`config.mk`:
```
export PLATFORM = sky130hd
export DESIGN_NAME = spts_cmd_queue
export DESIGN_NICKNAME = d
export VERILOG_FILES = /design/src/sv/spts_pkg.sv /design/src/sv/spts_cmd_queue.sv
export SDC_FILE = /design/constraint.sdc
export NUM_CORES = 1
export LEC_CHECK = 0
export BUFFER_PORTS_ARGS = -buffer_cell sky130_fd_sc_hd__buf_4
export CORE_ASPECT_RATIO = 0.6
export CORE_MARGIN = 8
export CORE_UTILIZATION = 35
export DETAILED_ROUTE_END_ITERATION = 10
export PLACE_DENSITY_LB_ADDON = 0.3
export SLEW_MARGIN = 10
export SYNTH_ARGS = -nofsm -noshare
export SYNTH_HDL_FRONTEND = slang
export SYNTH_SLANG_ARGS = --single-unit
```
`constraint.sdc`:
```
create_clock -name clk -period 8.3 [get_ports clk]
set_clock_uncertainty 0.15 [all_clocks]
set_input_delay 0.415 -clock clk [delete_from_list [all_inputs] [get_ports clk]]
set_output_delay 0.415 -clock clk [all_outputs]
set_load 0.01 [all_outputs]
```
`src/sv/spts_pkg.sv`:
```
package spts_pkg;

	localparam int TILE_EDGE   = 64;
	localparam int MAX_WIDTH   = 512;
	localparam int MAX_HEIGHT  = 512;
	localparam int MAX_RESULTS = 64;

	localparam int TILE_SHIFT = $clog2(TILE_EDGE);
	localparam int GRID_X     = (MAX_WIDTH + TILE_EDGE - 1) / TILE_EDGE;
	localparam int GRID_Y     = (MAX_HEIGHT + TILE_EDGE - 1) / TILE_EDGE;
	localparam int NTILES     = GRID_X * GRID_Y;

	localparam int CMD_W        = 3;
	localparam int X_W          = 9;
	localparam int Y_W          = 9;
	localparam int COLOR_W      = 32;
	localparam int CFG_W        = 10;
	localparam int CFG_IDX_W    = 1;
	localparam int TILE_COORD_W = 3;
	localparam int ALPHA_LSB    = 24;

	localparam int TX_W   = (GRID_X > 1) ? $clog2(GRID_X) : 1;
	localparam int TY_W   = (GRID_Y > 1) ? $clog2(GRID_Y) : 1;
	localparam int NTX_W  = $clog2(GRID_X + 1);
	localparam int NTY_W  = $clog2(GRID_Y + 1);
	localparam int TI_W   = (NTILES > 1) ? $clog2(NTILES) : 1;
	localparam int PIX_DEPTH = MAX_WIDTH * MAX_HEIGHT;
	localparam int ADDR_W = $clog2(PIX_DEPTH);
	localparam int RES_W  = (MAX_RESULTS > 1) ? $clog2(MAX_RESULTS) : 1;

	localparam int QUEUE_DEPTH = 2;
	localparam int QP_W        = (QUEUE_DEPTH > 1) ? $clog2(QUEUE_DEPTH) : 1;
	localparam int QC_W        = $clog2(QUEUE_DEPTH + 1);
	localparam int OUT_DEPTH   = 2;
	localparam int OP_W        = (OUT_DEPTH > 1) ? $clog2(OUT_DEPTH) : 1;
	localparam int OC_W        = $clog2(OUT_DEPTH + 1);

	localparam logic [CFG_W-1:0] RESET_WIDTH  = CFG_W'(512);
	localparam logic [CFG_W-1:0] RESET_HEIGHT = CFG_W'(512);

	localparam logic [CFG_IDX_W-1:0] REG_IMAGE_WIDTH  = CFG_IDX_W'(0);
	localparam logic [CFG_IDX_W-1:0] REG_IMAGE_HEIGHT = CFG_IDX_W'(1);

	typedef enum logic [CMD_W-1:0] {
		CMD_READ        = 3'd0,
		CMD_WRITE       = 3'd1,
		CMD_CLEAR       = 3'd2,
		CMD_CLEAR_DIRTY = 3'd3,
		CMD_COLLECT     = 3'd4
	} cmd_code_t;

	typedef enum logic [2:0] {
		OP_READ,
		OP_WRITE,
		OP_CLEAR_FREE,
		OP_CLEAR_FILL,
		OP_CLEAR_DIRTY,
		OP_COLLECT
	} op_t;

	typedef struct packed {
		op_t                op;
		logic               in_img;
		logic [X_W-1:0]     x;
		logic [Y_W-1:0]     y;
		logic [COLOR_W-1:0] color;
		logic [TX_W-1:0]    tx;
		logic [TY_W-1:0]    ty;
		logic [NTX_W-1:0]   ntx;
		logic [NTY_W-1:0]   nty;
	} cmd_t;

	typedef struct packed {
		logic [COLOR_W-1:0]      pixel;
		logic                    in_range;
		logic                    allocated;
		logic                    dirty;
		logic [TILE_COORD_W-1:0] tile_x;
		logic [TILE_COORD_W-1:0] tile_y;
		logic                    last;
	} result_t;

	function automatic logic [TI_W-1:0] tile_index(input logic [TX_W-1:0] tx,
			input logic [TY_W-1:0] ty);
		return TI_W'(int'(ty) * GRID_X + int'(tx));
	endfunction

	function automatic logic [ADDR_W-1:0] pix_addr(input logic [X_W-1:0] x,
			input logic [Y_W-1:0] y);
		return ADDR_W'(int'(y) * MAX_WIDTH + int'(x));
	endfunction

	function automatic logic [X_W-1:0] clip_x(input logic [X_W:0] e);
		logic [X_W:0] m;
		m = (e > (X_W + 1)'(MAX_WIDTH)) ? (X_W + 1)'(MAX_WIDTH) : e;
		return X_W'(m - (X_W + 1)'(1));
	endfunction

	function automatic logic [Y_W-1:0] clip_y(input logic [Y_W:0] e);
		logic [Y_W:0] m;
		m = (e > (Y_W + 1)'(MAX_HEIGHT)) ? (Y_W + 1)'(MAX_HEIGHT) : e;
		return Y_W'(m - (Y_W + 1)'(1));
	endfunction

endpackage

```
`src/sv/spts_cmd_queue.sv`:
```
module spts_cmd_queue (
	input  logic           clk,
	input  logic           arst_n,
	input  logic           push,
	input  spts_pkg::cmd_t push_word,
	input  logic           pop,
	output logic           full,
	output logic           empty,
	output spts_pkg::cmd_t head
);

	import spts_pkg::*;

	cmd_t            entries_q [QUEUE_DEPTH];
	logic [QP_W-1:0] wptr_q;
	logic [QP_W-1:0] rptr_q;
	logic [QC_W-1:0] cnt_q;

	assign full  = (cnt_q == QC_W'(QUEUE_DEPTH));
	assign empty = (cnt_q == '0);
	assign head  = entries_q[rptr_q];

	always_ff @(posedge clk or negedge arst_n) begin
		if (!arst_n) begin
			wptr_q <= '0;
			rptr_q <= '0;
			cnt_q  <= '0;
		end else begin
			if (push) begin
				wptr_q <= (wptr_q == QP_W'(QUEUE_DEPTH - 1)) ? '0 : wptr_q + QP_W'(1);
			end
			if (pop) begin
				rptr_q <= (rptr_q == QP_W'(QUEUE_DEPTH - 1)) ? '0 : rptr_q + QP_W'(1);
			end
			if (push && !pop) begin
				cnt_q <= cnt_q + QC_W'(1);
			end else if (pop && !push) begin
				cnt_q <= cnt_q - QC_W'(1);
			end
		end
	end

	always_ff @(posedge clk) begin
		if (push) begin
			entries_q[wptr_q] <= push_word;
		end
	end

endmodule

```
==> results of run 1 <==
critical path, cell delays in order (launching register included):
cell and delay, ns:
dfrtp_4 1.09, mux2_2 0.45, buf_4 0.15
routing by layer:
| layer | track usage | part of all wire | vias up |
|---|---|---|---|
| li1 | - | - | 1207 |
| met1 | 0.143 | 0.45 | 1259 |
| met2 | 0.157 | 0.42 | 99 |
| met3 | 0.0617 | 0.12 | 9 |
| met4 | 0.0423 | 0.0083 | 0 |
| met5 | 0 | 0 | - |
sequential cells by signal, indices dropped and copies added (netlist names):
signal and flops:
entries_q 136, rptr_q 1, wptr_q 1, cnt_q 2
final timing paths:
kind	cells after the start	to	startpoint
worst max-delay path	2	head[0]	rptr_q
worst min-delay path	2	rptr_q	pop
worst max register to register	2	entries_q[0][1]	wptr_q
worst min register to register	1	cnt_q[1]	cnt_q[1]
max in group asynchronous	2	rptr_q	arst_n
min in group asynchronous	2	cnt_q[0]	arst_n
placed cells by master (no fill, tap or decap), drive strengths merged:
master	instances
inv	5
ha	1
edfxtp	136
xor2	4
clkbuf	19
buf	142
nor2	2
xnor2	1
dfrtp	4
nor2b	2
mux2	68
dlygate4sd3	1
and2	1
clkinvlp	3
clkinv	4
bufinv	2
final cells by class:
| class | count | area [um2] |
|---|---|---|
| clock inverter | 13 | 140 |
| timing repair buffer | 143 | 1080 |
| fill | 1214 | 7440 |
| sequential | 140 | 4190 |
| inverter | 1 | 3.75 |
| multi-input combinational | 79 | 896 |
| tap | 198 | 248 |
| clock buffer | 19 | 433 |
cell families after synthesis:
kind of cell	synth area share
xor gates and xnor gates	0.00853
adders and majority gates	0.00244
buffers and inverters	0.0129
DFF	0.815
muxes	0.156
and+or+nand+nor	0.00512
through the flow:
stage                     power [mW]  std cells  setup slack (ns)  hold WS (ns)  instance area, um2
after floorplan                 1.41        228              4.22       -0.0306                5140
after global placement          1.72        560              6.00        0.0654                6400
after detailed placement        1.73        560              5.94        0.0670                6400
after CTS                       2.46        593              5.55        0.0160                6980
after global routing            2.54        593              5.49        0.0137                6980
final                           2.42        593              5.60        0.0341                6980
report_power, final:
group	switching [mW]	internal, mW	total [mW]
Combinational	0.279	0.368	0.648
Sequential	0.104	0.941	1.04
Clock	0.284	0.444	0.729
==> flow_summary.ini, run 1 <==
[run_status]
status = finished clean

[global_route]
grt_pass1_wl_mm = 15.7
antenna_found_initial = 0
grt-ovfl-total = 0
grt_start_max_net_pins = 70
grt_pass1_vias = 2906
grt_usage = 0.112

[worst_setup_path]
rrSetupSlack_ns = 6.14
crit_type = reg2out
end_kind = output port
arrival_ns = 2.13
cp_max_fo = 69
worstPathRequired_ns = 7.74
start_kind = register

[cts]
cts_tree = built
cts_setup_buffers = 0
ctsResizeCount = 0
cts_root_buf = clkbuf_16
clk_path_buf_depth = 2
htreeDepth = 4
clkLatencyLatePin_ns = 0.40
clkSinkCount = 140
postCtsHoldBufs = 1
cts_inserted_buffers = 17
clk_pin_slew_ns = 0.05

[detailed_routing]
detail-route-antenna-nets = 0
firstDrtPassIters = 4
drt-initial-drc-count = 156
routedWlPerCell_um = 17.6
wl_mm = 10.4
drc = 0
via_per_inst = 4.34
num_vias = 2574

[final_layout]
antenna_cells = 0
final_nets = 455
final_core_util = 0.484
drive_gt1_frac = 0.613
area_delta_synth_final_pct = 36.0

[timing]
slew_viol_final = 0
min_period_over_period = 0.325
final-setup-viol-count = 0
grt_setup_unrepaired = no
tightest_slew_ns = 1.00
max_slew_margin = 0.330
period_minus_slack_ns = 2.70
hold_violations = 0
tns_ns = 0
max_freq_mhz = 370

[synth]
synth_top_area_frac = 0.795
synth_cell_types = 14
postSynthCellCount = 228
synth.cell_area_mm2 = 0.00514
synth_ff_type = edfxtp_1
synth-edff-count = 136
synth_most_common_cell = edfxtp_1
synth_warnings = 0
synth.avg_cell_area_um2 = 22.5
async_flop_share = 0.0286
yosys_register_bits = 140
yosysSeqAreaShare = 0.815
netlist.top_cell.by_area = edfxtp_1
synth_area_leaders = edfxtp_1, mux2_2, mux2_4
synthesis.nets = 301
ys_top_cells_by_count = edfxtp_1, mux2_2, mux2_4, buf_2

[die]
dieArea_mm2 = 0.0189
die_w_um = 172
dieHeight_um = 110
ios = 142
placementRows = 34
initial_utilization = 0.356
core-area_mm2 = 0.0144

[placement]
portBuffers = 141
dp.final_hpwl_mm = 6.81
gp_congestion = 0.715

[pwr]
vdd_drop_max_v = 0.000166
power_density_mw_per_mm2 = 347
leakage_nw = 2.64

[flow_run]
max_cap_violations = 0

[min_path]
worstHoldPathType = in2reg
Note: power is estimated with default switching activity, not from simulation.
==> run 2, diff against run 1 <==
Clock period 8.3 ns to 2.8 ns, I/O delays scaled along.
==> run 2 against run 1 <==
- first-iteration DRC count up 27%
- non-clock buffer count up 74
- sequential power rose to 2.9 times the previous value
- worst hold slack better by 0.26 ns
- cell count up 12%
- die area unchanged
==> flow_summary.ini, run 2 (same netlist as run 1, synthesis figures left out) <==
[worst_setup_path]
worstPathCellList = buf_12, mux2_2, buf_4
worstPathRequired_ns = 2.51
arrival_ns = 2.04
start_kind = register
cp_slowest_cell = dfrtp_4
crit_family = flip-flops
max_stage_delay_ns = 0.77
cp_max_fo = 35
crit_type = reg2out
end_kind = output port
crit_buf_inv = 2

[timing]
slew_viol_final = 0
max_slew_margin = 0.646
max_freq_mhz = 430
period_minus_slack_ns = 2.33
final-setup-viol-count = 0
tightest_slew_ns = 0.531
grt_setup_unrepaired = no
min_period_over_period = 0.831
hold_violations = 0
tns_ns = 0

[min_path]
worstHoldPathType = in2reg

[cts]
ctsResizeCount = 0
cts_tree = built
cts_root_buf = clkbuf_16
cts_inserted_buffers = 17
htreeDepth = 4
clkSinkCount = 140
clk_pin_slew_ns = 0.06
clk_path_buf_depth = 2
clkLatencyLatePin_ns = 0.41

[detailed_routing]
dr_wl_met2_mm = 4.98
drc = 0
routedWlPerCell_um = 17.1
met1_length_mm = 5.14
wl_mm = 11.4
via_per_inst = 4.30
drt-initial-drc-count = 198
detail-route-antenna-nets = 0
dr.max_layer_used = met4
num_vias = 2861
dr_wl_met3_mm = 1.13
firstDrtPassIters = 4

[pwr]
p_sw_frac = 0.281
p_switching_mw = 2.03
p_comb_frac = 0.300
vdd_drop_max_v = 0.000423
internal-power_mw = 5.20
p_seq_frac = 0.415
p_clk_frac = 0.286
power_density_mw_per_mm2 = 937
leakage_nw = 2.94

[final_layout]
antenna_cells = 0
final_cell_mix = buf_4, edfxtp_1, dlygate4sd3_1
largest_register_ffs = 136
largest-register = entries_q
final_common_cell = buf_4
reg_top3 = entries_q x136, cnt_q x2
area_delta_synth_final_pct = 50.3
final_nets = 529
fin_cells = 666
drive_gt1_frac = 0.524

[flow_run]
max_cap_violations = 0

[global_route]
grt_pass1_vias = 3266
antenna_found_initial = 0
grt_start_max_net_pins = 37
grt_pass1_wl_mm = 17.4
grt_usage = 0.123
grt-ovfl-total = 0

[die]
die_w_um = 172
dieArea_mm2 = 0.0189
placementRows = 34
ios = 142
core-area_mm2 = 0.0144
initial_utilization = 0.356
dieHeight_um = 110

[placement]
portBuffers = 141
dp.final_hpwl_mm = 7.30
gp_congestion = 0.733
dpl.cell_count = 563

[run_status]
status = finished clean
[run 2: per-layer routing]
layer  vias to the layer above  global-route usage
met5                         -                   0
met4                         0              0.0423
met3                        15              0.0588
met2                       105               0.188
met1                      1387               0.152
li1                       1354                   -
[run 2: what timing repair did]
action,CTS,global route
buffers inserted,0,0
hold buffers,72,0
endpoints found under the hold margin,143,0
endpoints found under the setup margin,0,0
[run 2: worst paths after layout]
kind | from | to | slack, ns | cells after the start
max | rptr_q | head[53] | 0.47 | 3
min | push_word[59] | entries_q[1][59] | 0.30 | 2
max reg2reg | wptr_q | entries_q[1][9] | 1.08 | 2
min reg2reg | cnt_q[1] | cnt_q[1] | 0.34 | 1
max in group asynchronous | arst_n | rptr_q | 1.77 | 3
min in group asynchronous | arst_n | cnt_q[0] | 0.52 | 3
[run 2: layout make-up]
cell class	instances	area [um2]
fill	1177	6700
multi-input combinational	79	896
clock buffer	18	429
timing repair buffer	217	1830
inverter	1	3.75
clock inverter	13	119
tap	198	248
sequential	140	4190
[run 2: power by group through the flow]
| stage | Sequential [mW] | Clock (mW) | Combinational (mW) |
|---|---|---|---|
| finish | 3.00 | 2.06 | 2.17 |
| global route | 3.05 | 2.21 | 2.32 |
| CTS | 3.01 | 2.12 | 2.21 |
| global placement | 3.03 | 0 | 2.10 |
| detailed placement | 3.05 | 0 | 2.11 |
| floorplan | 2.92 | 0 | 1.24 |
[run 2: metrics by stage]
step                utilization  power (mW)  cell area (um2)  hold WS [ns]  setup slack (ns)
CTS                       0.535        7.33             7720         0.277             0.424
floorplan                     -        4.15             5140        -0.306            0.0428
finish                    0.535        7.23             7720         0.299             0.472
global route              0.535        7.58             7720         0.289             0.379
detailed placement        0.447        5.16             6450        -0.205             0.865
global placement          0.447        5.13             6450        -0.207             0.886
==> run 3, diff against run 2 <==
Clock period 2.8 ns to 1.9 ns, I/O delays scaled along.
==> run 3 against run 2 <==
- the run now ends with setup timing left
- sequential cell count unchanged
- cell count up 1.2%
- design area up 3.6%
- power up 58%
- sequential power up 43%
- clock-buffer cell count up 2
- combinational power up 78%
- clock power up 58%
- critical path type unchanged
- largest cell class unchanged
- largest power group unchanged
==> flow_summary.ini, run 3 (same netlist as run 1, synthesis figures left out) <==
[run_status]
status = complete, but fails checks
violations = setup timing

[final_layout]
largest-register = entries_q
drive_gt1_frac = 0.529
final_cell_mix = edfxtp_1, buf_4, dlygate4sd3_1
reg_top3 = entries_q x136, cnt_q x2
area_delta_synth_final_pct = 55.7
antenna_cells = 0
final_nets = 537
largest_register_ffs = 136
final_common_cell = edfxtp_1
final_core_util = 0.554

[timing]
grt_setup_unrepaired = yes
setup_slack_ns = -0.0107
max_freq_mhz = 523
period_minus_slack_ns = 1.91
final-setup-viol-count = 7
hold_violations = 0
min_period_over_period = 1.01
slew_viol_final = 0
max_slew_margin = 0.710
tightest_slew_ns = 0.435

[worst_setup_path]
cp_slowest_cell = dfrtp_4
cp_max_fo = 8
end_kind = output port
max_stage_delay_ns = 0.53
worstSetupPathDepth = 4
crit_start = rptr_q
crit_end = head[11]
crit_type = reg2out
start_kind = register
crit_buf_inv = 3
worstPathCellList = buf_4, clkbuf_16, mux2_2, buf_4
r2r-end = entries_q[0][49]
reg2reg_depth = 2
worstPathRequired_ns = 1.65
crit_family = flip-flops
arrival_ns = 1.67
crit_top_cell = buf_4
r2r_start = wptr_q
rrSetupSlack_ns = 0.43

[pwr]
p_switching_mw = 3.06
p_seq_frac = 0.376
p_sw_frac = 0.269
power_density_mw_per_mm2 = 1430
internal-power_mw = 8.33
vdd_drop_max_v = 0.000917
p_comb_frac = 0.339
p_clk_frac = 0.285
leakage_nw = 3.09
p_total_mw = 11.4

[global_route]
grt_pass1_vias = 3163
grt_pass1_wl_mm = 17.3
grt-ovfl-total = 0
grt_start_max_net_pins = 69
antenna_found_initial = 0
grt_usage = 0.123

[die]
ios = 142
core-area_mm2 = 0.0144
placementRows = 34
die_w_um = 172
dieArea_mm2 = 0.0189
initial_utilization = 0.356
dieHeight_um = 110

[detailed_routing]
dr.max_layer_used = met4
met1_length_mm = 5.28
via_per_inst = 4.31
dr_wl_met2_mm = 5.28
num_vias = 2905
wl_mm = 11.7
detail-route-antenna-nets = 0
drt-initial-drc-count = 127
drc = 0
routedWlPerCell_um = 17.3
dr_wl_met3_mm = 1.02
firstDrtPassIters = 4

[placement]
place_ws_ns = 0.331
portBuffers = 141
dp.final_hpwl_mm = 7.11
gp_congestion = 0.737

[cts]
cts_tree = built
clkSinkCount = 140
htreeDepth = 4
clk_path_buf_depth = 2
clk_pin_slew_ns = 0.06
cts_root_buf = clkbuf_16
clkLatencyLatePin_ns = 0.40
cts_inserted_buffers = 17

[flow_run]
max_cap_violations = 0

[min_path]
worstHoldPathType = in2reg
run 3: changes by cell type in the layout (fill, tap and decap cells not counted), moves of 2 or more:
cell,change
mux2_2,-5
clkinvlp_4,-4
buf_12,+3
clkbuf_16,+2
inv_6,-3
clkbuf_1,+2
buf_4,-17
bufinv_16,+2
clkinv_4,+2
buf_6,+19
mux2_4,+5
clkinv_2,+2
run 3: cell type report:
type	count	area [um2]
fillers	1099	6430
flip-flops and latches	140	4190
repair buffers	225	2060
multi-input cells	79	915
clock buffers	20	437
well taps	198	248
clock inverters	11	146
inverters	1	3.75
run 3: how the worst min path moves through the flow:
| stage | depth (start not counted) | slack [ns] | from | end |
|---|---|---|---|---|
| finish | 2 | 0.27 | push_word[9] | entries_q[0][9] |
| global route | 2 | 0.25 | push_word[45] | entries_q[0][45] |
| CTS | 2 | 0.24 | push_word[29] | entries_q[0][29] |
| detailed placement | 1 | -0.25 | arst_n | cnt_q[1] |
| global placement | 1 | -0.25 | arst_n | wptr_q |
| floorplan | 0 | -0.35 | arst_n | cnt_q[0] |
run 3: through the flow:
stage / cell area, um2 / TNS (ns) / hold WS (ns) / instances
after floorplan: 5140 / -7.20 / -0.351 / 228
after global placement: 6490 / 0 / -0.254 / 564
after detailed placement: 6490 / 0 / -0.251 / 564
after CTS: 7890 / -1.71 / 0.241 / 670
after global routing: 8000 / -1.70 / 0.246 / 674
final: 8000 / -0.0549 / 0.267 / 674
run 3: power by group through the flow:
stage          combinational, mW  sequential (mW)  clock (mW)
2_1_floorplan               1.83             4.28           0
3_3_place_gp                3.31             4.34           0
3_5_place_dp                3.32             4.38           0
4_1_cts                     3.69             4.30        3.34
5_1_grt                     4.14             4.35        3.45
6_report                    3.86             4.29        3.25
run 3: routing by layer:
metal,vias up,global-route usage
met5,-,0
met4,0,0.0349
met3,9,0.0592
met2,103,0.188
met1,1424,0.154
li1,1369,-
run 3: repair_timing:
item	4_1_cts	5_1_grt
gates resized for setup	11	15
endpoints found under the hold margin	143	0
buffers inserted	2	4
gates cloned	1	2
endpoints found under the setup margin	59	50
hold buffers	72	0
