### src/sv/spts_pkg.sv
package spts_pkg;

	localparam int TILE_EDGE   = 64;
	localparam int MAX_WIDTH   = 512;
	localparam int MAX_HEIGHT  = 512;
	localparam int MAX_RESULTS = 64;

	localparam int TILE_SHIFT = $clog2(TILE_EDGE);
	localparam int GRID_X     = (MAX_WIDTH + TILE_EDGE - 1) / TILE_EDGE;
	localparam int GRID_Y     = (MAX_HEIGHT + TILE_EDGE - 1) / TILE_EDGE;
	localparam int NTILES     = GRID_X * GRID_Y;

	localparam int CMD_W        = 3;
	localparam int X_W          = 9;
	localparam int Y_W          = 9;
	localparam int COLOR_W      = 32;
	localparam int CFG_W        = 10;
	localparam int CFG_IDX_W    = 1;
	localparam int TILE_COORD_W = 3;
	localparam int ALPHA_LSB    = 24;

	localparam int TX_W   = (GRID_X > 1) ? $clog2(GRID_X) : 1;
	localparam int TY_W   = (GRID_Y > 1) ? $clog2(GRID_Y) : 1;
	localparam int NTX_W  = $clog2(GRID_X + 1);
	localparam int NTY_W  = $clog2(GRID_Y + 1);
	localparam int TI_W   = (NTILES > 1) ? $clog2(NTILES) : 1;
	localparam int PIX_DEPTH = MAX_WIDTH * MAX_HEIGHT;
	localparam int ADDR_W = $clog2(PIX_DEPTH);
	localparam int RES_W  = (MAX_RESULTS > 1) ? $clog2(MAX_RESULTS) : 1;

	localparam int QUEUE_DEPTH = 2;
	localparam int QP_W        = (QUEUE_DEPTH > 1) ? $clog2(QUEUE_DEPTH) : 1;
	localparam int QC_W        = $clog2(QUEUE_DEPTH + 1);
	localparam int OUT_DEPTH   = 2;
	localparam int OP_W        = (OUT_DEPTH > 1) ? $clog2(OUT_DEPTH) : 1;
	localparam int OC_W        = $clog2(OUT_DEPTH + 1);

	localparam logic [CFG_W-1:0] RESET_WIDTH  = CFG_W'(512);
	localparam logic [CFG_W-1:0] RESET_HEIGHT = CFG_W'(512);

	localparam logic [CFG_IDX_W-1:0] REG_IMAGE_WIDTH  = CFG_IDX_W'(0);
	localparam logic [CFG_IDX_W-1:0] REG_IMAGE_HEIGHT = CFG_IDX_W'(1);

	typedef enum logic [CMD_W-1:0] {
		CMD_READ        = 3'd0,
		CMD_WRITE       = 3'd1,
		CMD_CLEAR       = 3'd2,
		CMD_CLEAR_DIRTY = 3'd3,
		CMD_COLLECT     = 3'd4
	} cmd_code_t;

	typedef enum logic [2:0] {
		OP_READ,
		OP_WRITE,
		OP_CLEAR_FREE,
		OP_CLEAR_FILL,
		OP_CLEAR_DIRTY,
		OP_COLLECT
	} op_t;

	typedef struct packed {
		op_t                op;
		logic               in_img;
		logic [X_W-1:0]     x;
		logic [Y_W-1:0]     y;
		logic [COLOR_W-1:0] color;
		logic [TX_W-1:0]    tx;
		logic [TY_W-1:0]    ty;
		logic [NTX_W-1:0]   ntx;
		logic [NTY_W-1:0]   nty;
	} cmd_t;

	typedef struct packed {
		logic [COLOR_W-1:0]      pixel;
		logic                    in_range;
		logic                    allocated;
		logic                    dirty;
		logic [TILE_COORD_W-1:0] tile_x;
		logic [TILE_COORD_W-1:0] tile_y;
		logic                    last;
	} result_t;

	function automatic logic [TI_W-1:0] tile_index(input logic [TX_W-1:0] tx,
			input logic [TY_W-1:0] ty);
		return TI_W'(int'(ty) * GRID_X + int'(tx));
	endfunction

	function automatic logic [ADDR_W-1:0] pix_addr(input logic [X_W-1:0] x,
			input logic [Y_W-1:0] y);
		return ADDR_W'(int'(y) * MAX_WIDTH + int'(x));
	endfunction

	function automatic logic [X_W-1:0] clip_x(input logic [X_W:0] e);
		logic [X_W:0] m;
		m = (e > (X_W + 1)'(MAX_WIDTH)) ? (X_W + 1)'(MAX_WIDTH) : e;
		return X_W'(m - (X_W + 1)'(1));
	endfunction

	function automatic logic [Y_W-1:0] clip_y(input logic [Y_W:0] e);
		logic [Y_W:0] m;
		m = (e > (Y_W + 1)'(MAX_HEIGHT)) ? (Y_W + 1)'(MAX_HEIGHT) : e;
		return Y_W'(m - (Y_W + 1)'(1));
	endfunction

endpackage

### src/sv/spts_front.sv
module spts_front (
	input  logic                          in_valid,
	output logic                          in_stall,
	input  logic [spts_pkg::CMD_W-1:0]    cmd,
	input  logic [spts_pkg::X_W-1:0]      pixel_x,
	input  logic [spts_pkg::Y_W-1:0]      pixel_y,
	input  logic [spts_pkg::COLOR_W-1:0]  color_in,
	input  logic [spts_pkg::CFG_W-1:0]    image_width,
	input  logic [spts_pkg::CFG_W-1:0]    image_height,
	input  logic                          q_full,
	output logic                          q_push,
	output spts_pkg::cmd_t                q_word
);

	import spts_pkg::*;

	logic [CFG_W-1:0] eff_w;
	logic [CFG_W-1:0] eff_h;
	logic [CFG_W:0]   w_round;
	logic [CFG_W:0]   h_round;
	logic             in_img;
	logic             keep;
	op_t              op;

	assign eff_w = (image_width > CFG_W'(MAX_WIDTH)) ? CFG_W'(MAX_WIDTH) : image_width;
	assign eff_h = (image_height > CFG_W'(MAX_HEIGHT)) ? CFG_W'(MAX_HEIGHT) : image_height;
	assign w_round = {1'b0, eff_w} + (CFG_W + 1)'(TILE_EDGE - 1);
	assign h_round = {1'b0, eff_h} + (CFG_W + 1)'(TILE_EDGE - 1);
	assign in_img = (CFG_W'(pixel_x) < eff_w) && (CFG_W'(pixel_y) < eff_h);

	always_comb begin
		op   = OP_READ;
		keep = 1'b0;
		unique case (cmd)
			CMD_READ: begin
				op   = OP_READ;
				keep = 1'b1;
			end
			CMD_WRITE: begin
				op   = OP_WRITE;
				keep = in_img;
			end
			CMD_CLEAR: begin
				op   = (color_in[COLOR_W-1:ALPHA_LSB] == '0) ? OP_CLEAR_FREE : OP_CLEAR_FILL;
				keep = 1'b1;
			end
			CMD_CLEAR_DIRTY: begin
				op   = OP_CLEAR_DIRTY;
				keep = 1'b1;
			end
			CMD_COLLECT: begin
				op   = OP_COLLECT;
				keep = 1'b1;
			end
			default: begin
				op   = OP_READ;
				keep = 1'b0;
			end
		endcase
	end

	assign in_stall = q_full;
	assign q_push   = in_valid && !q_full && keep;

	always_comb begin
		q_word.op     = op;
		q_word.in_img = in_img;
		q_word.x      = pixel_x;
		q_word.y      = pixel_y;
		q_word.color  = color_in;
		q_word.tx     = TX_W'(pixel_x >> TILE_SHIFT);
		q_word.ty     = TY_W'(pixel_y >> TILE_SHIFT);
		q_word.ntx    = NTX_W'(w_round >> TILE_SHIFT);
		q_word.nty    = NTY_W'(h_round >> TILE_SHIFT);
	end

endmodule

### config.mk
export PLATFORM = sky130hd
export DESIGN_NAME = spts_front
export DESIGN_NICKNAME = d
export VERILOG_FILES = /design/src/sv/spts_pkg.sv /design/src/sv/spts_front.sv
export SDC_FILE = /design/constraint.sdc
export NUM_CORES = 1
export LEC_CHECK = 0
export BUFFER_PORTS_ARGS = -buffer_cell sky130_fd_sc_hd__buf_2
export CORE_ASPECT_RATIO = 1.25
export CORE_MARGIN = 1
export CORE_UTILIZATION = 34
export DETAILED_ROUTE_END_ITERATION = 6
export PLACE_DENSITY = 0.85
export RECOVER_POWER = 25
export SLEW_MARGIN = 10
export SYNTH_ARGS = -nofsm -noshare
export SYNTH_HDL_FRONTEND = slang
export SYNTH_SLANG_ARGS = --single-unit
### constraint.sdc
create_clock -name vclk -period 3.1
set_clock_uncertainty 0.05 [all_clocks]
set_input_delay 0.31 -clock vclk [all_inputs]
set_output_delay 0.31 -clock vclk [all_outputs]
set_load 0.01 [all_outputs]
==> flow_metrics.env, run 1 <==
export IMPL_drive_above_1_share=0.505
export IMPL_seq_cells=0
export IMPL_cts_resized_gates=0
export IMPL_cp_cell_sequence="buf_2 -> nor4_1 -> nand2_1 -> nor4_1 -> o21ai_0 -> ha_1 -> o211ai_1 -> or4_1 -> o2111ai_1 -> o21ai_1 -> buf_2"
export IMPL_comb_power_share=1.000
export IMPL_startpoint="image_width[2]"
export IMPL_crit_fanout=3
export IMPL_endpoint="q_push"
export IMPL_drtIter0Drc=16
export IMPL_fp_row_count=23
export IMPL_relSlewSlack=0.684
export IMPL_sw_frac_of_total=0.530
export IMPL_setup_tns_ns=0
export IMPL_tightest_slew_ns=0.474
export IMPL_final_cell_area_um2=1230
export IMPL_seqPwrFrac=0
export IMPL_hold_class="input port to output pin"
export IMPL_syn_area_um2=1150
export IMPL_instances_no_fill=235
export IMPL_area_growth_syn_to_layout_pct=7.41
export IMPL_final_nets=291
export IMPL_grt_pass1_vias=1031
export IMPL_pin_count=145
export IMPL_wl_per_cell_um=12.0
export IMPL_hpwl_mm=2.58
export IMPL_drv_cap=0
export IMPL_finalSetupViolCount=0
export IMPL_holdWs_ns=0.570
export IMPL_cts_setup_buffers=0
export IMPL_total_power_uw=179
export IMPL_antenna_found_initial=0
export IMPL_regArea_um2=0
export IMPL_ys_top_cells_by_area="buf_4 38%, ha_1 17%, nand2_1 6.5%, xnor2_1 3.1%, nor4_1 2.7%"
export IMPL_hold_path_startpoint="color_in[4]"
export IMPL_fmax_ghz=0.365
export IMPL_place_area_um2=1230
export IMPL_cpPeakStageDelay_ns=0.44
export IMPL_hold_violations=0
export IMPL_port_buffers=97
export IMPL_rsz0062_at_grt="no"
export IMPL_track_usage=0.147
export IMPL_critical_path_class="input port to output pin"
export IMPL_num_clock_buffers=0
export IMPL_die_area_um2=3620
export IMPL_netlist_instances=160
export IMPL_gr_total_overflow=0
export IMPL_outcome="finished clean"
export IMPL_yosysWarnings=0
export IMPL_routed_wl_mm=2.82
export IMPL_routed_via_density=4.91
export IMPL_place_congestion=0.732
export IMPL_synthDistinctLibCells=37
export IMPL_leakagePower_nw=0.699
export IMPL_start_util=0.356
export IMPL_grt_max_degree=10
export IMPL_route_detailed_drc=0
export IMPL_powerDensity_nw_per_um2=145
export IMPL_slowest_stage="nor4_1"
export IMPL_ant_nets=0
export IMPL_pwr_share_clk=0
export IMPL_num_vias=1155
export IMPL_synth_nets=251
export IMPL_ctsHoldBuffers=0
export IMPL_die_width_um=54.0
export IMPL_critPathCaptureType="output pin"
export IMPL_grt_pass1_wl_mm=4.08
export IMPL_yosysSeqAreaShare=0
export IMPL_ir_drop_uv=58.0
export IMPL_crit_required_ns=2.74
export IMPL_netlist_area_leader_share=0.379
export IMPL_drt_pass1_iterations=4
export IMPL_p_switching_uw=94.7
export IMPL_fin_crit_ns=2.74
export IMPL_antenna_cells=0
export IMPL_avgSynthCellArea_um2=7.18
export IMPL_drv_slew=0
export IMPL_cp_data_arrival_time_ns=2.38
export IMPL_core_um2=3220
export IMPL_dp_cells=235
export IMPL_synth_top_cell_by_area="buf_4"
export IMPL_cp_start_kind="input port"
export IMPL_finalCritPeriodShare=0.883
export IMPL_die_height_um=67.0
export IMPL_intPower_uw=83.9
-- synthesized netlist by cell type, types with 2 or more instances --
cell type	n
a21o_1	4
nor4_1	5
buf_4	58
ha_1	16
nand2_1	20
o2111ai_1	2
nor2b_1	2
a21oi_1	6
xnor2_1	4
inv_1	4
a211oi_1	2
nor3_1	3
o21ai_0	3
nor2_1	8
-- cell families after synthesis --
group                    share of synthesized area
buffers and inverters                        0.408
XOR/XNOR                                    0.0305
AND/OR/NAND/NOR                              0.216
AO/OA/AOI/OAI                                0.171
adder cells (fa/ha/maj)                      0.174
-- through the flow --
step                 util  setup WS (ns)
floorplan               -          0.643
global placement    0.383          0.415
detailed placement  0.383          0.371
CTS                 0.383          0.364
global route        0.383          0.189
finish              0.383          0.363
-- cell type report --
cell class | instances | area, µm²
Multi-Input combinational cell | 95 | 679
Inverter | 6 | 22.5
Timing Repair Buffer | 97 | 485
Fill cell | 368 | 1990
Tap cell | 37 | 46.3
-- worst min path at each step --
stage                            end  depth (start not counted)  slack (ns)
after CTS                 q_word[29]                          0        0.57
after global placement    q_word[29]                          0        0.57
after floorplan           q_word[66]                          1        0.62
after global routing      q_word[14]                          0        0.57
final                     q_word[18]                          0        0.57
after detailed placement  q_word[29]                          0        0.57
-- per-layer routing --
layer	vias up	share of wire	GRT usage
met4	0	0.023	0.0353
met5	-	0	0
met2	70	0.51	0.295
li1	580	-	-
met1	493	0.39	0.156
met3	12	0.078	0.00913
-- worst max-delay path, delay by kind of cell --
kind / cells / cell delay [ns]
adders and majority gates: 1 / 0.30
buffers and inverters: 2 / 0.24
and+or+nand+nor: 4 / 1.17
AOI/OAI and AO/OA: 4 / 0.37
-- layout by cell type (no fill, tap or decap), drive strengths merged, types with 2 or more instances in the layout --
| cell | instances |
|---|---|
| nor3 | 3 |
| nor2b | 2 |
| nor4 | 5 |
| o21ai | 4 |
| buf | 97 |
| a21o | 4 |
| inv | 5 |
| nor2 | 8 |
| a21oi | 6 |
| a211oi | 2 |
| xnor2 | 4 |
| ha | 16 |
| or4 | 2 |
| nand2 | 20 |
| o311a | 2 |
| o2111ai | 2 |
-- power groups by stage --
stage / Sequential (mW) / Combinational [mW] / Clock [mW]
finish: 0 / 0.179 / 0
global route: 0 / 0.204 / 0
CTS: 0 / 0.181 / 0
detailed placement: 0 / 0.180 / 0
global placement: 0 / 0.176 / 0
floorplan: 0 / 0.153 / 0
No activity file was read; power rests on OpenSTA's default activity.
==> inputs of run 2 (changes only) <==
- ABC_AREA: default -> 1
- CORE_UTILIZATION: 34 -> 36
- PLACE_DENSITY: 0.85 -> 0.86
==> run 2 against run 1 <==
Combinational power increased by 6%. Cell count up 20%. Global-route usage decreased by 0.52 points. Utilization up 3.0 points. Routed wire length up 1.2%. Critical path type unchanged. Setup slack better by 0.15 ns. Critical endpoint unchanged. Largest power group unchanged.
==> flow_metrics.env, run 2 <==
export IMPL_outcome="finished clean"
export IMPL_yosysWarnings=0
export IMPL_crit_fanout=7
export IMPL_final_nets=337
export IMPL_antenna_found_initial=0
export IMPL_drive_above_1_share=0.447
export IMPL_fmax_ghz=0.387
export IMPL_drtIter0Drc=21
export IMPL_port_buffers=97
export IMPL_grt_pass1_wl_mm=4.07
export IMPL_n_fill_cell=396
export IMPL_hold_class="input port to output pin"
export IMPL_core_um2=3280
export IMPL_final_cell_area_um2=1360
export IMPL_cp_data_arrival_time_ns=2.23
export IMPL_track_usage=0.142
export IMPL_ctsHoldBuffers=0
export IMPL_num_clock_buffers=0
export IMPL_gr_total_overflow=0
export IMPL_hpwl_mm=2.67
export IMPL_antenna_cells=0
export IMPL_die_area_um2=3740
export IMPL_rsz0062_at_grt="no"
export IMPL_leakagePower_nw=0.845
export IMPL_setup_tns_ns=0
export IMPL_min_to="q_word[15]"
export IMPL_cp_start_kind="input port"
export IMPL_fin_crit_ns=2.59
export IMPL_critPathCaptureType="output pin"
export IMPL_pin_count=145
export IMPL_drv_cap=0
export IMPL_yosysMostFrequentCell="buf_4"
export IMPL_synthDistinctLibCells=27
export IMPL_start_util=0.384
export IMPL_crit_required_ns=2.74
export IMPL_avgSynthCellArea_um2=6.14
export IMPL_critical_path_class="input port to output pin"
export IMPL_grt_pass1_vias=1034
export IMPL_syn_area_um2=1260
export IMPL_final_common_cell="buf_2"
export IMPL_place_area_um2=1360
export IMPL_total_power_uw=190
export IMPL_drt_pass1_iterations=4
export IMPL_relSlewSlack=0.782
export IMPL_area_growth_syn_to_layout_pct=7.65
export IMPL_hold_violations=0
export IMPL_drv_slew=0
export IMPL_hold_path_cell_count=0
export IMPL_hold_path_startpoint="color_in[1]"
export IMPL_ys_top_cells_by_area="buf_4 35%, ha_1 16%, nand2_1 13%, inv_1 7.5%, nor2_1 4.8%"
export IMPL_netlist_area_leader_share=0.346
export IMPL_synth_xor_area_frac=0.0278
export IMPL_synth_nets=296
export IMPL_finalCritPeriodShare=0.834
export IMPL_regArea_um2=0
export IMPL_tightest_slew_ns=0.324
export IMPL_synth_top_cells_by_count="58 x buf_4, 45 x nand2_1, 25 x inv_1"
export IMPL_powerDensity_nw_per_um2=140
export IMPL_die_width_um=54.9
export IMPL_finalSetupViolCount=0
export IMPL_ant_nets=0
export IMPL_route_detailed_drc=0
export IMPL_seq_cells=0
export IMPL_place_congestion=0.736
export IMPL_synth_compound_area_share=0.0875
export IMPL_synth_top_cell_by_area="buf_4"
export IMPL_num_vias=1299
export IMPL_wl_per_cell_um=10.2
export IMPL_synth_top_family_by_area="buffers and inverters"
export IMPL_synth_mux_area_frac=0
export IMPL_netlist_instances=205
export IMPL_startpoint="image_width[3]"
export IMPL_cts_resized_gates=0
export IMPL_routed_via_density=4.62
export IMPL_fp_row_count=23
export IMPL_die_height_um=68.1
export IMPL_yosysSeqAreaShare=0
export IMPL_synthSimpleGateAreaFrac=0.302
export IMPL_cts_setup_buffers=0
export IMPL_layout_common_cells="97 x buf_2, 45 x nand2_1, 25 x inv_1, 16 x nor2_1, 16 x ha_1"
export IMPL_ir_drop_uv=78.5
export IMPL_synth_adder_area_share=0.159
export IMPL_routed_wl_mm=2.86
export IMPL_holdWs_ns=0.570
export IMPL_grt_max_degree=8
run 2: cell types whose count changed after synthesis, sizes merged, moves of 7 or more:
| cell | delta |
|---|---|
| nand2 | +28 |
| nand3 | +7 |
| inv | +21 |
| nor2 | +9 |
run 2: cell type report:
| class | instances | area [µm²] | share of cell area |
|---|---|---|---|
| inverters | 26 | 97.6 | 0.0720 |
| multi-input cells | 121 | 726 | 0.536 |
| well taps | 37 | 46.3 | 0.0342 |
| repair buffers | 97 | 485 | 0.358 |
run 2: worst max-delay path by stage:
stage	slack, ns	endpoint	cells after the start
2_1_floorplan	0.89	q_push	15
3_3_place_gp	0.53	q_push	17
3_5_place_dp	0.50	q_push	17
4_1_cts	0.49	q_push	17
5_1_grt	0.27	q_push	17
6_report	0.51	q_push	17
run 2: stage by stage:
stage,std cells,setup WS [ns],utilization
final,281,0.514,0.413
after global routing,281,0.273,0.413
after CTS,281,0.487,0.413
after detailed placement,281,0.499,0.413
after global placement,281,0.528,0.413
after floorplan,205,0.886,-
run 2: logic make-up after synthesis:
group / Yosys count
AOI/OAI and AO/OA: 17
xor gates and xnor gates: 4
adders and majority gates: 16
buffers and inverters: 84
and+or+nand+nor: 84
run 2: power breakdown:
part | switching [mW] | leakage (nW) | internal, mW | total, mW
Sequential | 0 | 0 | 0 | 0
Clock | 0 | 0 | 0 | 0
Combinational | 0.106 | 0.845 | 0.0840 | 0.190
run 2: per-layer routing:
| metal | up-vias | part of all wire | global-route usage |
|---|---|---|---|
| li1 | 668 | - | - |
| met1 | 549 | 0.37 | 0.151 |
| met2 | 56 | 0.50 | 0.259 |
| met3 | 26 | 0.074 | 0.00889 |
| met4 | 0 | 0.055 | 0.0865 |
| met5 | - | 0 | 0 |
run 2: worst max-delay path: stages:
cell and delay (ns):
buf_2 0.10, or2_1 0.24, nor2_2 0.10, nand2_2 0.09, nand2_4 0.11, nand2_1 0.06, ha_1 0.29, nand2_1 0.08
inv_1 0.03, o21ai_0 0.14, nand2_1 0.08, nand2_1 0.07, nand3_1 0.07, nor2_1 0.10, nand2_1 0.09, a21oi_2 0.11
buf_2 0.13
==> inputs of run 3 (changes only) <==
- ABC_AREA: 1 -> 0
- CORE_UTILIZATION: 36 -> 34
- PLACE_DENSITY: 0.86 -> 0.85
- clock period: 3.1 -> 2.4 ns (I/O delays scaled with it)
==> run 3 against run 2 <==
Via count down 9.6%. Combinational power up 26%. Total power grew 26%. Utilization shrank 0.93 points. Sequential cell count stayed put. Largest cell class unchanged. Critical endpoint unchanged. Setup slack worse by 0.48 ns. Critical path depth decreased by 6. First-iteration DRC count decreased by 43%. Cell count shrank 15%. Clock-buffer cell count is the same.
==> flow_metrics.env, run 3 (synthesis results as in run 1) <==
export IMPL_outcome="finished clean"
export IMPL_die_height_um=67.0
export IMPL_powerDensity_nw_per_um2=184
export IMPL_route_detailed_drc=0
export IMPL_antenna_cells=0
export IMPL_hold_path_startpoint="color_in[4]"
export IMPL_die_width_um=54.0
export IMPL_track_usage=0.142
export IMPL_hold_path_cell_count=0
export IMPL_final_nets=295
export IMPL_utilization=0.404
export IMPL_seq_cells=0
export IMPL_port_buffers=97
export IMPL_leakagePower_nw=0.726
export IMPL_drive_above_1_share=0.525
export IMPL_final_cell_area_um2=1300
export IMPL_area_growth_syn_to_layout_pct=13.3
export IMPL_place_congestion=0.732
export IMPL_num_vias=1174
export IMPL_holdWs_ns=0.430
export IMPL_pin_count=145
export IMPL_cp_start_kind="input port"
export IMPL_crit_required_ns=2.11
export IMPL_grt_pass1_wl_mm=3.97
export IMPL_critical_path_class="input port to output pin"
export IMPL_hpwl_mm=2.55
export IMPL_drv_slew=0
export IMPL_start_util=0.356
export IMPL_core_um2=3220
export IMPL_regArea_um2=0
export IMPL_hold_class="input port to output pin"
export IMPL_setup_tns_ns=0
export IMPL_ir_drop_uv=84.5
export IMPL_total_power_uw=240
export IMPL_hold_violations=0
export IMPL_routed_via_density=4.91
export IMPL_layout_common_cells="95 x buf_2, 20 x nand2_1, 16 x ha_1, 8 x nor2_1, 6 x a21oi_1"
export IMPL_routed_wl_mm=2.79
export IMPL_grt_pass1_vias=978
export IMPL_final_common_cell="buf_2"
export IMPL_n_fill_cell=355
export IMPL_die_area_um2=3620
export IMPL_ant_nets=0
export IMPL_antenna_found_initial=0
export IMPL_num_clock_buffers=0
export IMPL_gr_total_overflow=0
export IMPL_rsz0062_at_grt="yes"
export IMPL_tightest_slew_ns=0.435
export IMPL_min_to="q_word[18]"
export IMPL_fp_row_count=23
export IMPL_finalCritPeriodShare=0.987
export IMPL_drv_cap=0
export IMPL_crit_fanout=2
export IMPL_finalSetupViolCount=0
export IMPL_critPathCaptureType="output pin"
export IMPL_drtIter0Drc=12
export IMPL_fmax_ghz=0.422
export IMPL_cp_data_arrival_time_ns=2.08
export IMPL_drt_pass1_iterations=5
export IMPL_place_area_um2=1260
export IMPL_fin_crit_ns=2.37
export IMPL_wl_per_cell_um=11.7
export IMPL_relSlewSlack=0.710
export IMPL_grt_max_degree=10
==> run 3: cell count changes in the layout (fill, tap and decap cells not counted), moves of 4 or more <==
| cell | change |
|---|---|
| nand2_1 | -25 |
| xor2_1 | -4 |
| nor2_1 | -8 |
| inv_1 | -21 |
| buf_4 | +4 |
| xnor2_1 | +4 |
| nand3_1 | -6 |
| a21o_1 | +4 |
==> run 3: power by group <==
| part | leakage [nW] | internal (mW) | total (mW) | switching, mW |
|---|---|---|---|---|
| Sequential | 0 | 0 | 0 | 0 |
| Combinational | 0.726 | 0.115 | 0.240 | 0.125 |
| Clock | 0 | 0 | 0 | 0 |
==> run 3: area by class of cell <==
cell class / instances / area [µm²] / share of cell area
Timing Repair Buffer: 101 / 532 / 0.409
Inverter: 6 / 22.5 / 0.0173
Multi-Input combinational cell: 95 / 701 / 0.538
Tap cell: 37 / 46.3 / 0.0356
==> run 3: worst max-delay path, cell delays in order <==
cell,delay (ns)
buf_8,0.10
nor4_4,0.26
nand2_1,0.11
nor4_2,0.15
o21ai_1,0.09
ha_1,0.29
o211ai_1,0.07
or4_1,0.43
o2111ai_1,0.10
o21ai_1,0.08
buf_2,0.14
==> run 3: metrics by stage <==
| stage | worst slack [ns] | cells |
|---|---|---|
| 4_1_cts | 0.0168 | 239 |
| 6_report | 0.0308 | 239 |
| 3_3_place_gp | -0.0626 | 239 |
| 3_5_place_dp | -0.123 | 239 |
| 2_1_floorplan | 0.0829 | 160 |
| 5_1_grt | -0.102 | 239 |
==> run 3: metal layers <==
metal / routed length, µm / up-vias / global-route usage
met3: 242 / 12 / 0.00685
met5: 0 / - / 0
met2: 1450 / 68 / 0.285
met1: 1040 / 503 / 0.152
li1: - / 591 / -
met4: 66 / 0 / 0.0353
==> run 3: worst max-delay path by stage <==
stage	start	depth (start not counted)	end	slack (ns)
2_1_floorplan	image_width[2]	10	q_word[64]	0.08
3_3_place_gp	image_width[2]	11	q_push	-0.06
3_5_place_dp	image_width[2]	11	q_push	-0.12
4_1_cts	image_width[3]	11	q_push	0.02
5_1_grt	image_width[2]	11	q_push	-0.10
6_report	image_width[2]	11	q_push	0.03
==> run 3: repair_timing <==
action	CTS	global route
buffers inserted	0	0
hold endpoints to repair	0	0
endpoints found under the setup margin	2	2
hold buffers	0	0
gates resized for setup	6	3
pin swaps	0	1
gates cloned	0	0
